### src/hw/rtl/vsd_pkg.sv
// ----------------------------------------------------------------------------
// vsd_pkg
// shared constants and types of the segment deframer
// ----------------------------------------------------------------------------
package vsd_pkg;

    localparam int PACKET_BYTES         = 164;
    localparam int LOOKAHEAD_PACKETS    = 20;
    localparam int SEGMENTS             = 4;
    localparam int SEGMENT_ROWS         = 60;
    localparam int MAX_TRANSFER_PACKETS = 720;

    localparam int RING_PACKETS = LOOKAHEAD_PACKETS + 1;
    localparam int RING_BYTES   = RING_PACKETS * PACKET_BYTES;
    localparam int ROW_PIXELS   = (PACKET_BYTES - 4) / 2;
    localparam int FRAME_ROWS   = SEGMENTS * SEGMENT_ROWS;
    localparam int STORE_PIXELS = FRAME_ROWS * ROW_PIXELS;
    localparam int PAYLOAD_BYTES = PACKET_BYTES - 4;

    localparam int RING_AW  = $clog2(RING_BYTES);
    localparam int STORE_AW = $clog2(STORE_PIXELS);
    localparam int OFF_W    = $clog2(PACKET_BYTES);
    localparam int SLOT_W   = $clog2(RING_PACKETS + LOOKAHEAD_PACKETS);
    localparam int PKT_W    = 10;
    localparam int CNT_W    = $clog2(PAYLOAD_BYTES);

    localparam logic       CMD_PUSH   = 1'b0;
    localparam logic       CMD_READ   = 1'b1;
    localparam logic [3:0] ID_DISCARD = 4'hf;

    typedef struct packed {
        logic                is_read;
        logic [7:0]          data_byte;
        logic                rd_ok;
        logic [STORE_AW-1:0] rd_addr;
    } q_item_t;

endpackage

### src/hw/rtl/vsd_front.sv
// ----------------------------------------------------------------------------
// vsd_front
// accepts input transactions and classifies them for the back end
// ----------------------------------------------------------------------------
module vsd_front import vsd_pkg::*; (
    input  logic        s_tvalid,
    output logic        s_tready,
    input  logic [23:0] s_tdata,
    input  logic        s_tuser,
    input  logic        q_full,
    output logic        q_push,
    output q_item_t     q_item
);

    logic [7:0] row;
    logic [6:0] col;

    assign row      = s_tdata[15:8];
    assign col      = s_tdata[22:16];
    assign s_tready = !q_full;
    assign q_push   = s_tvalid && !q_full;

    always_comb begin
        q_item.is_read   = (s_tuser == CMD_READ);
        q_item.data_byte = s_tdata[7:0];
        q_item.rd_ok     = (32'(row) < FRAME_ROWS) && (32'(col) < ROW_PIXELS);
        q_item.rd_addr   = STORE_AW'(32'(row) * ROW_PIXELS + 32'(col));
    end

endmodule

### config.mk
export PLATFORM = sky130hd
export DESIGN_NAME = vsd_front
export DESIGN_NICKNAME = d
export VERILOG_FILES = /design/src/hw/rtl/vsd_pkg.sv /design/src/hw/rtl/vsd_front.sv
export SDC_FILE = /design/constraint.sdc
export NUM_CORES = 1
export LEC_CHECK = 0
export ABC_AREA = 0
export BUFFER_PORTS_ARGS = -buffer_cell sky130_fd_sc_hd__buf_2
export CAP_MARGIN = 15
export CORE_MARGIN = 2
export CORE_UTILIZATION = 44
export DETAILED_ROUTE_END_ITERATION = 8
export GPL_TIMING_DRIVEN = 0
export PLACE_DENSITY = 0.86
export SYNTH_ARGS = -nofsm -noshare
export SYNTH_HDL_FRONTEND = slang
export SYNTH_SLANG_ARGS = --single-unit
### constraint.sdc
create_clock -name vclk -period 2.6
set_clock_uncertainty 0.05 [all_clocks]
set_input_delay 0.13 -clock vclk [all_inputs]
set_output_delay 0.13 -clock vclk [all_outputs]
set_load 0.05 [all_outputs]
== Word-level counts from Yosys, hierarchy flattened ==
Index checks and enable logic that the tools add are counted.

* Register bits after elaboration: 0
* Input port bits: 27
* Output and inout port bits: 27
* Logic and storage cells: 7

* Add/subtract/negate cells: 1
* $mul: 1
* Magnitude comparators: 2
* Reductions and logical operators: 3

{| class="wikitable"
|+ Operators by type and width
! cell !! number
|-
| $add 15x7->15 || 1
|-
| $mul 8x3->11 const B || 1
|-
| $lt 8x8->1 const B || 1
|-
| $lt 7x7->1 const B || 1
|-
| $logic_and 1x1->1 || 2
|-
| $logic_not 1->1 || 1
|}

== Logic depth before layout (Yosys ltp) ==
* Depth in word-level cells: 2
* Depth in mapped cells: 8
* Gate-level depth less buffers: 8

== Worst setup path before layout ==
No wires, ideal clock.

* Path kind: input port to output port
* Start: in s_tdata[9]
* End: out q_item[13] (netlist bit)
* Arrival: 2687 ps
* Required time: 2420 ps
* Setup slack: -267 ps
* Cell stages on the path: 8
* Buffers on the path: 0
* Path through: ha_1 > ha_1 > fa_1 > xor2_2 > o21ai_0 > nor4_1 > nand4_1 > xnor2_1

{| class="wikitable"
|+ RTL lines
! item !! line !! RTL
|-
| start: declaration || vsd_front.sv:8 || <nowiki>input logic [23:0] s_tdata,</nowiki>
|-
| end: declaration || vsd_front.sv:12 || <nowiki>output q_item_t q_item</nowiki>
|}

==> metrics <==
sequential fraction of the synthesis area 0%; Cells after Synth 91; Non-Filler Instances 151; worst hold-check path type in -> out; crit-path max FO 4; post-layout power 0.516 mW; Vias/cell 5.71; Yosys cell types 32; CP max-delay cell fa_2; PortBufs 40; clock buf count 0; Worst-Margin Slew 527 ps; placed insts 147; crit-path cells buf_6 -> ha_4 -> ha_4 -> fa_2 -> a211oi_4 -> o22ai_2 -> nor4b_4 -> buf_4 -> xnor2_2 -> buf_6; remaining global-route overflow 0; DIE AREA 2050 um^2; worst relative slew slack 64.5%; CP delay by family, top adder cells; worst path bufs/invs 3; Final setup viols 0; mapped cell area 748 um^2; vias in the first global route 771; DR vias 862; row cnt 14; critical path class in -> out; Peak supply drop 408 uV; final sequential cell count 0; IO Pins 54; CP Capture Type primary output; Avg WL per Cell 14.8 um; PD cells 462 nW/um^2; core area 1540 um^2; global-route wire length before repair 3110 um; Largest stage delay, worst path 460 ps; Cells on Worst Hold Path 2; Total GRT Usage 19.6%; Detail Placement HPWL 1580 um; cts hold-fix bufs 0; Fmax achieved 0.389 GHz; WP data arrival 2390 ps; Final Hold Vio Count 0; fin nets 181; initial antenna violation count 0; Final min period 2570 ps; fin crit share 98.9%; Die X 45.2 um; antenna diode count 0; Initial Util 48.5%; max_cap viols 0; final wirelength 2240 um; leakage 0.555 nW; type of element launching the critical path input port; Ys Warns 0; Layout Area Growth over Synthesis 49.3%; hold endpoint q_item[1]; drt first pass iters 4; Syn Area/Cell 8.22 um^2; status completed; syn_nets 135; Max Slew Vio Count 0; Die Y-Extent 45.2 um; DRC 0; largest net degree at the start of global routing 10; ratio of cells with drive above 1 in the final layout 54.1%; Critical Path RT 2420 ps; GPL Wtd Cong 0.783; register area 0 um^2; Routed Antenna Nets 0; Initial DRC Count 9; Finished Core Util 72.5%; hold_sp s_tdata[17]
==> worst max-delay path by stage <==
stage | from | end | slack, ps | cells past startpoint
2_1_floorplan | s_tdata[9] | q_item[11] | 20 | 6
3_3_place_gp | s_tdata[9] | q_item[14] | -100 | 10
3_5_place_dp | s_tdata[9] | q_item[14] | -150 | 10
4_1_cts | s_tdata[9] | q_item[14] | -40 | 10
5_1_grt | s_tdata[12] | q_item[12] | -110 | 9
6_report | s_tdata[11] | q_item[12] | 30 | 10
==> placed cells by master (no fill, tap or decap), types with 2 or more instances in the layout <==
cell,n
inv_1,7
buf_6,4
buf_2,36
o21a_1,2
xnor2_1,4
buf_4,17
xnor2_2,2
ha_1,12
a21o_1,2
nand2_1,4
ha_4,2
nor2b_1,2
o21ai_1,2
nor3b_1,2
o21ai_0,4
nand4_1,3
nor2_1,6
xor2_1,2
==> area by class of cell <==
type	instances	area (um^2)
timing repair buffer	44	255
multi-input combinational	71	718
buffer	13	97.6
tap	16	20.0
fill	105	424
inverter	7	26.3
==> cell usage after synthesis, types with 2 or more instances <==
master,number,share of area [%]
inv_1,7,3.5
o21a_1,2,2.0
a211oi_2,2,3.3
nor3b_1,2,2.0
fa_1,2,5.4
xnor2_1,6,7.0
ha_1,15,25
nand2_1,4,2.0
buf_4,13,13
xor2_1,2,2.3
a21o_1,2,2.0
nor2_1,6,3.0
nor2b_1,2,1.7
o21ai_0,6,4.0
nand4_1,3,2.5
==> cells by family after synthesis <==
family | share of synthesized area [%]
buffers and inverters | 16.6
xor gates and xnor gates | 11.5
AOI/OAI and AO/OA | 21.4
adders and majority gates | 30.4
and+or+nand+nor | 20.1
==> where the power goes <==
group | internal, mW | total (mW) | switching, mW | leakage, nW
registers | 0 | 0 | 0 | 0
clock network | 0 | 0 | 0 | 0
logic | 0.172 | 0.516 | 0.344 | 0.555
==> through the flow <==
step                      area [um^2]  hold slack, ps  TNS [ps]  setup WS [ps]
after floorplan                   766             377         0           17.6
after global placement            986             512      -176          -98.4
after detailed placement          986             512      -310           -154
after CTS                        1020             513     -44.3          -44.3
after global routing             1120             514      -193           -107
final                            1120             512         0           29.2
==> metal layers <==
metal / GRT usage, % / up-vias / wire (um)
li1: - / 406 / -
met1: 21.9 / 405 / 870
met2: 39.1 / 47 / 1170
met3: 1.20 / 4 / 156
met4: 4.71 / 0 / 38
met5: 0 / - / 0
==> repair_timing <==
item,4_1_cts,5_1_grt
resized for setup,5,15
hold endpoints to repair,0,0
pin swaps,2,7
endpoints found under the setup margin,3,3
buffers inserted,1,3
(Power assumes the default switching activity.)
