[src/hw/rtl/vsd_pkg.sv]
// ----------------------------------------------------------------------------
// vsd_pkg
// shared constants and types of the segment deframer
// ----------------------------------------------------------------------------
package vsd_pkg;

    localparam int PACKET_BYTES         = 164;
    localparam int LOOKAHEAD_PACKETS    = 20;
    localparam int SEGMENTS             = 4;
    localparam int SEGMENT_ROWS         = 60;
    localparam int MAX_TRANSFER_PACKETS = 720;

    localparam int RING_PACKETS = LOOKAHEAD_PACKETS + 1;
    localparam int RING_BYTES   = RING_PACKETS * PACKET_BYTES;
    localparam int ROW_PIXELS   = (PACKET_BYTES - 4) / 2;
    localparam int FRAME_ROWS   = SEGMENTS * SEGMENT_ROWS;
    localparam int STORE_PIXELS = FRAME_ROWS * ROW_PIXELS;
    localparam int PAYLOAD_BYTES = PACKET_BYTES - 4;

    localparam int RING_AW  = $clog2(RING_BYTES);
    localparam int STORE_AW = $clog2(STORE_PIXELS);
    localparam int OFF_W    = $clog2(PACKET_BYTES);
    localparam int SLOT_W   = $clog2(RING_PACKETS + LOOKAHEAD_PACKETS);
    localparam int PKT_W    = 10;
    localparam int CNT_W    = $clog2(PAYLOAD_BYTES);

    localparam logic       CMD_PUSH   = 1'b0;
    localparam logic       CMD_READ   = 1'b1;
    localparam logic [3:0] ID_DISCARD = 4'hf;

    typedef struct packed {
        logic                is_read;
        logic [7:0]          data_byte;
        logic                rd_ok;
        logic [STORE_AW-1:0] rd_addr;
    } q_item_t;

endpackage

[src/hw/rtl/vsd_queue.sv]
// ----------------------------------------------------------------------------
// vsd_queue
// two-entry queue between the front and back ends
// ----------------------------------------------------------------------------
module vsd_queue import vsd_pkg::*; (
    input  logic    aclk,
    input  logic    aresetn,
    input  logic    push,
    input  q_item_t push_item,
    output logic    full,
    input  logic    pop,
    output logic    valid,
    output q_item_t head
);

    q_item_t    mem_reg [2];
    logic       wr_ptr_reg, rd_ptr_reg;
    logic [1:0] count_reg;

    assign full  = (count_reg == 2'd2);
    assign valid = (count_reg != 2'd0);
    assign head  = mem_reg[rd_ptr_reg];

    always_ff @(posedge aclk) begin
        if (push)
            mem_reg[wr_ptr_reg] <= push_item;
        if (!aresetn) begin
            wr_ptr_reg <= 1'b0;
            rd_ptr_reg <= 1'b0;
            count_reg  <= 2'd0;
        end else begin
            if (push)
                wr_ptr_reg <= !wr_ptr_reg;
            if (pop)
                rd_ptr_reg <= !rd_ptr_reg;
            count_reg <= count_reg + 2'(push) - 2'(pop);
        end
    end

endmodule

[config.mk]
export PLATFORM = sky130hd
export DESIGN_NAME = vsd_queue
export DESIGN_NICKNAME = d
export VERILOG_FILES = /design/src/hw/rtl/vsd_pkg.sv /design/src/hw/rtl/vsd_queue.sv
export SDC_FILE = /design/constraint.sdc
export NUM_CORES = 1
export LEC_CHECK = 0
export BUFFER_PORTS_ARGS = -buffer_cell sky130_fd_sc_hd__buf_4
export CAP_MARGIN = 20
export CORE_MARGIN = 4
export CORE_UTILIZATION = 30
export DETAILED_ROUTE_END_ITERATION = 8
export SYNTH_ARGS = -nofsm -noshare
export SYNTH_HDL_FRONTEND = slang
export SYNTH_SLANG_ARGS = --single-unit
[constraint.sdc]
create_clock -name aclk -period 2.8 [get_ports aclk]
set_clock_uncertainty 0.2 [all_clocks]
set_input_delay 0.84 -clock aclk [delete_from_list [all_inputs] [get_ports aclk]]
set_output_delay 0.84 -clock aclk [all_outputs]
set_load 0.02 [all_outputs]
# [Word-level counts from Yosys, hierarchy flattened]
# Memories as Yosys holds them, arrays and structs flattened. A register that Yosys moved wholly into a read port is not among the register bits.
# Cells that the tools add are included.
[word_totals] mem_bits_ro=0 n_memories=1 regBits=4 ram_bits=50 out_inout_bits=27 wordCells=14 inputBits=29 latchBits=0
[op_classes] shifts=0 n_mul=0 add_sub_neg=2 n_div=0 eq_ne=1 reduce_logical=3 muxes=4 bitwise=0 n_lt_le_gt_ge=0
[mem_list] memory="mem_reg" words=2 width=25 read_ports=1 rd_clocked_by_memory_dff=1 write_ports=1 line_no="vsd_queue.sv:16" text="q_item_t mem_reg [2];"
[ops] cell="1-bit two-way mux" n=4
[ops] cell="2-bit by 1-bit adder with 2-bit output" n=1
[ops] cell="2-bit == test (second input constant)" n=1
[ops] cell="1-bit zero test" n=2
[ops] cell="2-bit nonzero test" n=1
[ops] cell="2-bit by 1-bit subtractor with 2-bit output" n=1

# [Longest topological paths before layout]
# Gate-level depths: netlist of run 1.
[logic_depth] ltp_word=3 depth_mapped=6 depth_no_buf=6

# [Worst setup path before layout of run 1]
# Ideal clock, no wire load.
[synth_timing] path_type="input port to flip-flop" startpoint="input push" endpoint="memory mem_reg[0][0] (netlist name) (enable)" slack_ns=0.169 stages=1 required_time_ns=2.189 setup_time_ns=0.411 arrival_time_ns=2.020 path_buffers=0 cell_sequence="nor2b_1"
[synth_via] elab_chain_len=2
[synth_rtl] element="start, declared" line_no="vsd_queue.sv:8" text="input logic push,"
[synth_rtl] element="1-bit two-way mux" line_no="vsd_queue.sv:25" text="if (push)"
[synth_rtl] element="1-bit two-way mux (implied by the code)" line_no="vsd_queue.sv:26" text="mem_reg[wr_ptr_reg] <= push_item;"
[synth_rtl] element="end, declared" line_no="vsd_queue.sv:16"
# Every way passes these cells.

==> results of run 1 <==
## critical path: stages, from the launching register on
cell     delay [ns]
dfxtp_1        0.42
buf_12         0.22
mux2_2         0.36
buf_4          0.16
## how the worst max path moves through the flow
| stage | to | slack [ns] | depth (start not counted) |
|---|---|---|---|
| 2_1_floorplan | mem_reg[0][0] | 0.17 | 1 |
| 3_3_place_gp | head[1] | 0.64 | 3 |
| 3_5_place_dp | head[1] | 0.59 | 3 |
| 4_1_cts | head[1] | 0.25 | 3 |
| 5_1_grt | head[1] | 0.21 | 3 |
| 6_report | head[1] | 0.29 | 3 |
## kinds of logic (layout without fill, tap and decap cells)
family          Yosys count  count (layout)
simple gates              9               9
fa+ha+maj                 2               2
xor+xnor                  2               2
buf+inv                   5              67
compound gates            1               1
flops                    55              55
mux                      25              25
## layout by cell type, fill, tap and decap left out, drive strengths merged
| cell type | count |
|---|---|
| buf | 58 |
| edfxtp | 50 |
| mux2 | 25 |
| dfxtp | 5 |
| clkbuf | 5 |
| and2 | 4 |
| nor2b | 4 |
| inv | 2 |
| ha | 2 |
| or2 | 1 |
| xor2 | 1 |
| o21a | 1 |
| xnor3 | 1 |
| bufinv | 1 |
| clkinvlp | 1 |
## layout make-up
| type | count | area share (%) |
|---|---|---|
| clock inverter | 2 | 1.36 |
| timing repair buffer | 58 | 16.2 |
| multi-input combinational | 39 | 17.3 |
| sequential | 55 | 58.0 |
| inverter | 2 | 0.272 |
| clock buffer | 5 | 2.49 |
| tap | 96 | 4.35 |
## layer usage
metal / vias to the layer above / track usage [%]
met5: - / 0
met1: 486 / 8.85
met4: 0 / 3.71
met2: 37 / 14.5
li1: 494 / -
met3: 6 / 2.84
## power by group through the flow
stage / registers, W / logic, W / clock network [W]
6_report: 0.000963 / 0.000311 / 0.000493
5_1_grt: 0.000969 / 0.000333 / 0.000552
4_1_cts: 0.000965 / 0.000318 / 0.000513
3_5_place_dp: 0.000983 / 0.000318 / 0
3_3_place_gp: 0.000981 / 0.000311 / 0
2_1_floorplan: 0.000978 / 0.000201 / 0
## per-stage QoR
| stage | utilization, % | instances | power [W] |
|---|---|---|---|
| 2_1_floorplan | - | 99 | 0.00118 |
| 3_3_place_gp | 38.7 | 250 | 0.00129 |
| 3_5_place_dp | 38.7 | 250 | 0.00130 |
| 4_1_cts | 40.2 | 257 | 0.00180 |
| 5_1_grt | 40.2 | 257 | 0.00185 |
| 6_report | 40.2 | 257 | 0.00177 |
==> results by group, run 1 <==
Clock tree
  • Clk buf depth: 2
  • # resized after CTS: 0
  • Post-cts hold buffer count: 0
  • Clk sink count: 55
  • Skew-Pair Late Insertion Delay: 0.30 ns
  • H-tree depth: 2
  • CTS root buffer: clkbuf_8
  • CTS Buf Count: 5
  • Setup Buffers After CTS: 0
  • CTS tree: yes
  • Reg clk slew, reported paths: 0.09 ns

Synth
  • Adder-cell share of the synthesized area: 1.17%
  • Compound-Gate Fraction of Synth Area: 0.351%
  • Asr flop ratio synth: 0%
  • Number of distinct library cells after synthesis: 14
  • Yosys top cell area share: 70.3%
  • Post-Synth XOR/XNOR Area: 1.46%
  • Commonest cells post-synth: edfxtp_1, mux2_4, dfxtp_1, mux2_2
  • Count leader, synth: edfxtp_1
  • Top cells by area, synth: edfxtp_1, mux2_4, dfxtp_1
  • Mean Syn Cell Area: 21.6 sq um
  • Post-Synth Simple-Gate Area: 2.63%
  • Most used DFF post-synth: edfxtp_1
  • Seq/Total Area, Yosys: 74.9%
  • Seq cells post-synth: 55
  • Ys Warns: 0
  • Synth area leader: edfxtp_1
  • Mapped Nets: 130
  • Synth Instances: 99
  • Mapped Area: 2140 sq um
  • Post-synth EDFFs: 50
  • Mux cell area share after synthesis: 16.7%
  • Largest family of logic cells by synthesized area: multiplexers

Cells and area
  • Register Area: 1600 sq um
  • Area of the multi-input gates: 479 sq um
  • # fillers: 650
  • Layout cell share with drive strength beyond 1: 57.1%
  • Ant. Diodes: 0
  • Max reg flops: 50
  • P&R area growth vs syn: 29.3%
  • # nets final: 192
  • Cell area after layout: 2760 sq um

Detailed routing
  • Final wirelength: 3.45 mm
  • Met1 Routed Length: 1.39 mm
  • # DRC: 0
  • Met2 Wirelength: 1.73 mm
  • Vias per cell: 3.98
  • DR iter-0 viols: 37
  • ANT nets after route: 0
  • TritonRoute pass-1 iters: 2
  • Drt wl/cell: 13.4 microns
  • Top layer in use: met4
  • Met3 wire len: 269 microns
  • Via count: 1023

Power and ir drop
  • Pint: 0.00138 W
  • Flop pwr share: 54.5%
  • Switching Share: 22.1%
  • Combinational share of power: 17.6%
  • Leak Pwr: 1.08 nW
  • Clk pwr share: 27.9%
  • Maximum vdd drop: 236 uV
  • P per Cell Area: 639 nW/um^2
  • Sw Pwr: 0.000391 W

Hold path
  • Class of the tightest hold or removal check: reg -> reg
  • Hold path depth: 2
  • Hold Path Sink: rd_ptr_reg
  • HP Start: rd_ptr_reg

Timing
  • RSZ-0062 raised after global routing: false
  • Setup TNS: 0 ns
  • Pins over their slew limit: 0
  • Final number of setup-violating endpoints: 0
  • Final min period: 2.51 ns
  • Worst-Margin Slew: 0.354 ns
  • Max Freq: 0.398 GHz
  • Worst setup margin: 0.289 ns
  • Final Cycle Share: 89.7%
  • Slew HR: 76.4%
  • Fin. Hold Viols: 0
  • Hold WS: 0.408 ns

Placed design
  • Detailed Place HPWL: 2.51 mm
  • Routability cong.: 0.638
  • PortBufs: 55
  • Post-Place Worst Slack: 0.594 ns
  • Post-DP Area: 2660 sq um

Global routing
  • Gr ovfl total: 0
  • Initial antenna violation count: 0
  • GRT Total Usage: 8.23%
  • Largest net degree at the start of global routing: 27
  • Number of global-route vias before repair: 1104
  • First-pass GRT wire length: 5.40 mm

Run
  • Max cap viols: 0

Floorplanning
  • Die area: 8540 sq um
  • # IOs: 56
  • DIE HEIGHT: 92.4 microns
  • Starting density of the core: 31.1%
  • Site Rows: 30
  • Die Span X: 92.4 microns
  • Core ar.: 6870 sq um

Critical path
  • Worst r2r path cells: 6
  • Arrival time at the worst endpoint: 1.47 ns
  • R2R setup slack: 1.18 ns
  • Setup Crit Path Kind: reg -> out
  • R2R Path Start: count_reg[0]
  • WP data required: 1.76 ns
  • CP endpoint kind: output port
  • Worst R2R End: count_reg[1]
  • CP max FO: 23
  • Critical Path Start Type: register

Status
  • Outcome: completed
No activity file was read; power rests on OpenSTA's default activity.
==> run 2: changes to the inputs <==
==> constraint.sdc (replaced) <==
create_clock -name aclk -period 2.5 [get_ports aclk]
set_clock_uncertainty 0.2 [all_clocks]
set_input_delay 0.75 -clock aclk [delete_from_list [all_inputs] [get_ports aclk]]
set_output_delay 0.75 -clock aclk [all_outputs]
set_load 0.02 [all_outputs]
==> run 2 against run 1 <==
Net effect: cell count rose by 1.2%; setup slack got worse by 0.15 ns; critical path depth is the same; core utilization increased by 0.091 points; via count rose by 4.5%; total power rose by 12%; first-iteration DRC count fell by 14%; cell area rose by 0.23%; largest power group unchanged.
==> results by group, run 2 (same netlist as run 1, synthesis figures left out) <==
Cells and area
  • Most frequent cells in the layout: buf_4, edfxtp_1, mux2_4
  • Layout cell share with drive strength beyond 1: 57.3% (+0.17 points)
  • Final core area utilization: 40.3% (+0.091 points)
  • P&R area growth vs syn: 29.6%
  • Ant. Diodes: 0 (unchanged)
  • Non-filler cells, final: 260 (+1.2%)
  • Most common cell after layout, fill and taps aside: buf_4
  • Max reg flops: 50 (unchanged)
  • # nets final: 195 (+1.6%)

Detailed routing
  • TritonRoute pass-1 iters: 4 (+2)
  • Vias per cell: 4.11 (+3.3%)
  • Met1 Routed Length: 1.36 mm (-1.9%)
  • DR iter-0 viols: 32 (-14%)
  • Drt wl/cell: 14.3 microns (+6.6%)
  • # DRC: 0 (unchanged)
  • ANT nets after route: 0 (unchanged)
  • Top layer in use: met4
  • Via count: 1069 (+4.5%)
  • Met3 wire len: 232 microns (-14%)
  • Final wirelength: 3.72 mm (+7.8%)
  • Met2 Wirelength: 2.07 mm (+20%)

Critical path
  • R2R setup slack: 0.92 ns (-0.26 ns)
  • WP data required: 1.55 ns (-0.21 ns)
  • Arrival time at the worst endpoint: 1.42 ns (-0.05 ns)
  • CP max FO: 13 (-43%)
  • Setup Crit Path Kind: reg -> out
  • R2R Path Start: count_reg[0]
  • Critical Path Start Type: register
  • Worst R2R End: count_reg[1]
  • Worst r2r path cells: 6 (unchanged)
  • CP endpoint kind: output port

Hold path
  • Hold Path Sink: rd_ptr_reg
  • Hold path depth: 2 (unchanged)
  • HP Start: rd_ptr_reg
  • Class of the tightest hold or removal check: reg -> reg

Clock tree
  • H-tree depth: 2 (unchanged)
  • Setup Buffers After CTS: 0 (unchanged)
  • # resized after CTS: 0 (unchanged)
  • CTS Buf Count: 5 (unchanged)
  • Post-cts hold buffer count: 0 (unchanged)
  • CTS tree: yes
  • Clk sink count: 55 (unchanged)
  • Skew-Pair Late Insertion Delay: 0.29 ns (about the same)
  • Clk buf depth: 2 (unchanged)
  • Reg clk slew, reported paths: 0.08 ns (about the same)
  • CTS root buffer: clkbuf_8

Floorplanning
  • Die Span X: 92.4 microns (unchanged)
  • Site Rows: 30 (unchanged)
  • Die area: 8540 sq um (unchanged)
  • Core ar.: 6870 sq um (unchanged)
  • # IOs: 56 (unchanged)
  • Starting density of the core: 31.1% (unchanged)
  • DIE HEIGHT: 92.4 microns (unchanged)

Timing
  • Final min period: 2.37 ns
  • Max Freq: 0.423 GHz
  • RSZ-0062 raised after global routing: false
  • Final number of setup-violating endpoints: 0 (unchanged)
  • Fin. Hold Viols: 0 (unchanged)
  • Setup TNS: 0 ns (unchanged)
  • Worst-Margin Slew: 0.248 ns (-0.106 ns)
  • Pins over their slew limit: 0 (unchanged)
  • Slew HR: 83.4% (+7.1 points)
  • Final Cycle Share: 94.6%

Power and ir drop
  • Maximum vdd drop: 205 uV (-13%)
  • Overall power: 0.00198 W (+12%)
  • Leak Pwr: 1.10 nW (+1.2%)
  • P per Cell Area: 715 nW/um^2 (+12%)

Global routing
  • GRT Total Usage: 9.07% (+0.84 points)
  • Largest net degree at the start of global routing: 16 (-41%)
  • Initial antenna violation count: 0 (unchanged)
  • Number of global-route vias before repair: 1205 (+9.1%)
  • Gr ovfl total: 0 (unchanged)
  • First-pass GRT wire length: 5.88 mm (+9.0%)

Run
  • Max cap viols: 0 (unchanged)

Status
  • Outcome: completed

Placed design
  • DP Cell Count: 253 (+1.2%)
  • PortBufs: 55 (unchanged)
  • Routability cong.: 0.653 (+2.3%)
[run 2: cell count changes in the layout (fill, tap and decap cells not counted), sizes merged]
cell and change:
buf +3, clkbuf +1, clkinvlp -1
[run 2: worst max-delay path: stages (launching register included)]
cell and delay (ns):
dfxtp_1 0.33, buf_4 0.26, mux2_2 0.36, buf_4 0.16
[run 2: worst max path at each step]
stage	start	endpoint	depth (start not counted)
2_1_floorplan	push	mem_reg[0][0]	1
3_3_place_gp	pop	count_reg[1]	6
3_5_place_dp	pop	count_reg[1]	6
4_1_cts	register	head[1]	3
5_1_grt	register	head[1]	3
6_report	register	head[1]	3
[run 2: report_power, final]
group / switching (W) / total, W / internal (W) / leakage, nW
combinational: 0.000163 / 0.000351 / 0.000188 / 0.533
clock: 0.000258 / 0.000552 / 0.000294 / 0.0513
sequential: 0.0000178 / 0.00108 / 0.00106 / 0.511
[run 2: area by class of cell]
class	instances	area, sq um
clock buffer	6	72.6
tap	96	120
sequential	55	1600
fill	655	4100
clock inverter	1	30.0
inverter	2	7.51
timing repair buffer	61	458
multi-input combinational	39	479
[run 2: routing by layer]
layer,vias up,track usage (%)
li1,500,-
met1,531,9.08
met2,34,16.7
met3,4,3.49
met4,0,3.71
met5,-,0
[run 2: per-stage QoR]
stage	setup WS, ns	area (sq um)	hold slack (ns)
finish	0.135	2770	0.406
global route	0.0409	2770	0.409
CTS	0.105	2770	0.420
detailed placement	0.428	2670	0.406
global placement	0.435	2670	0.387
floorplan	0.434	2140	0.355
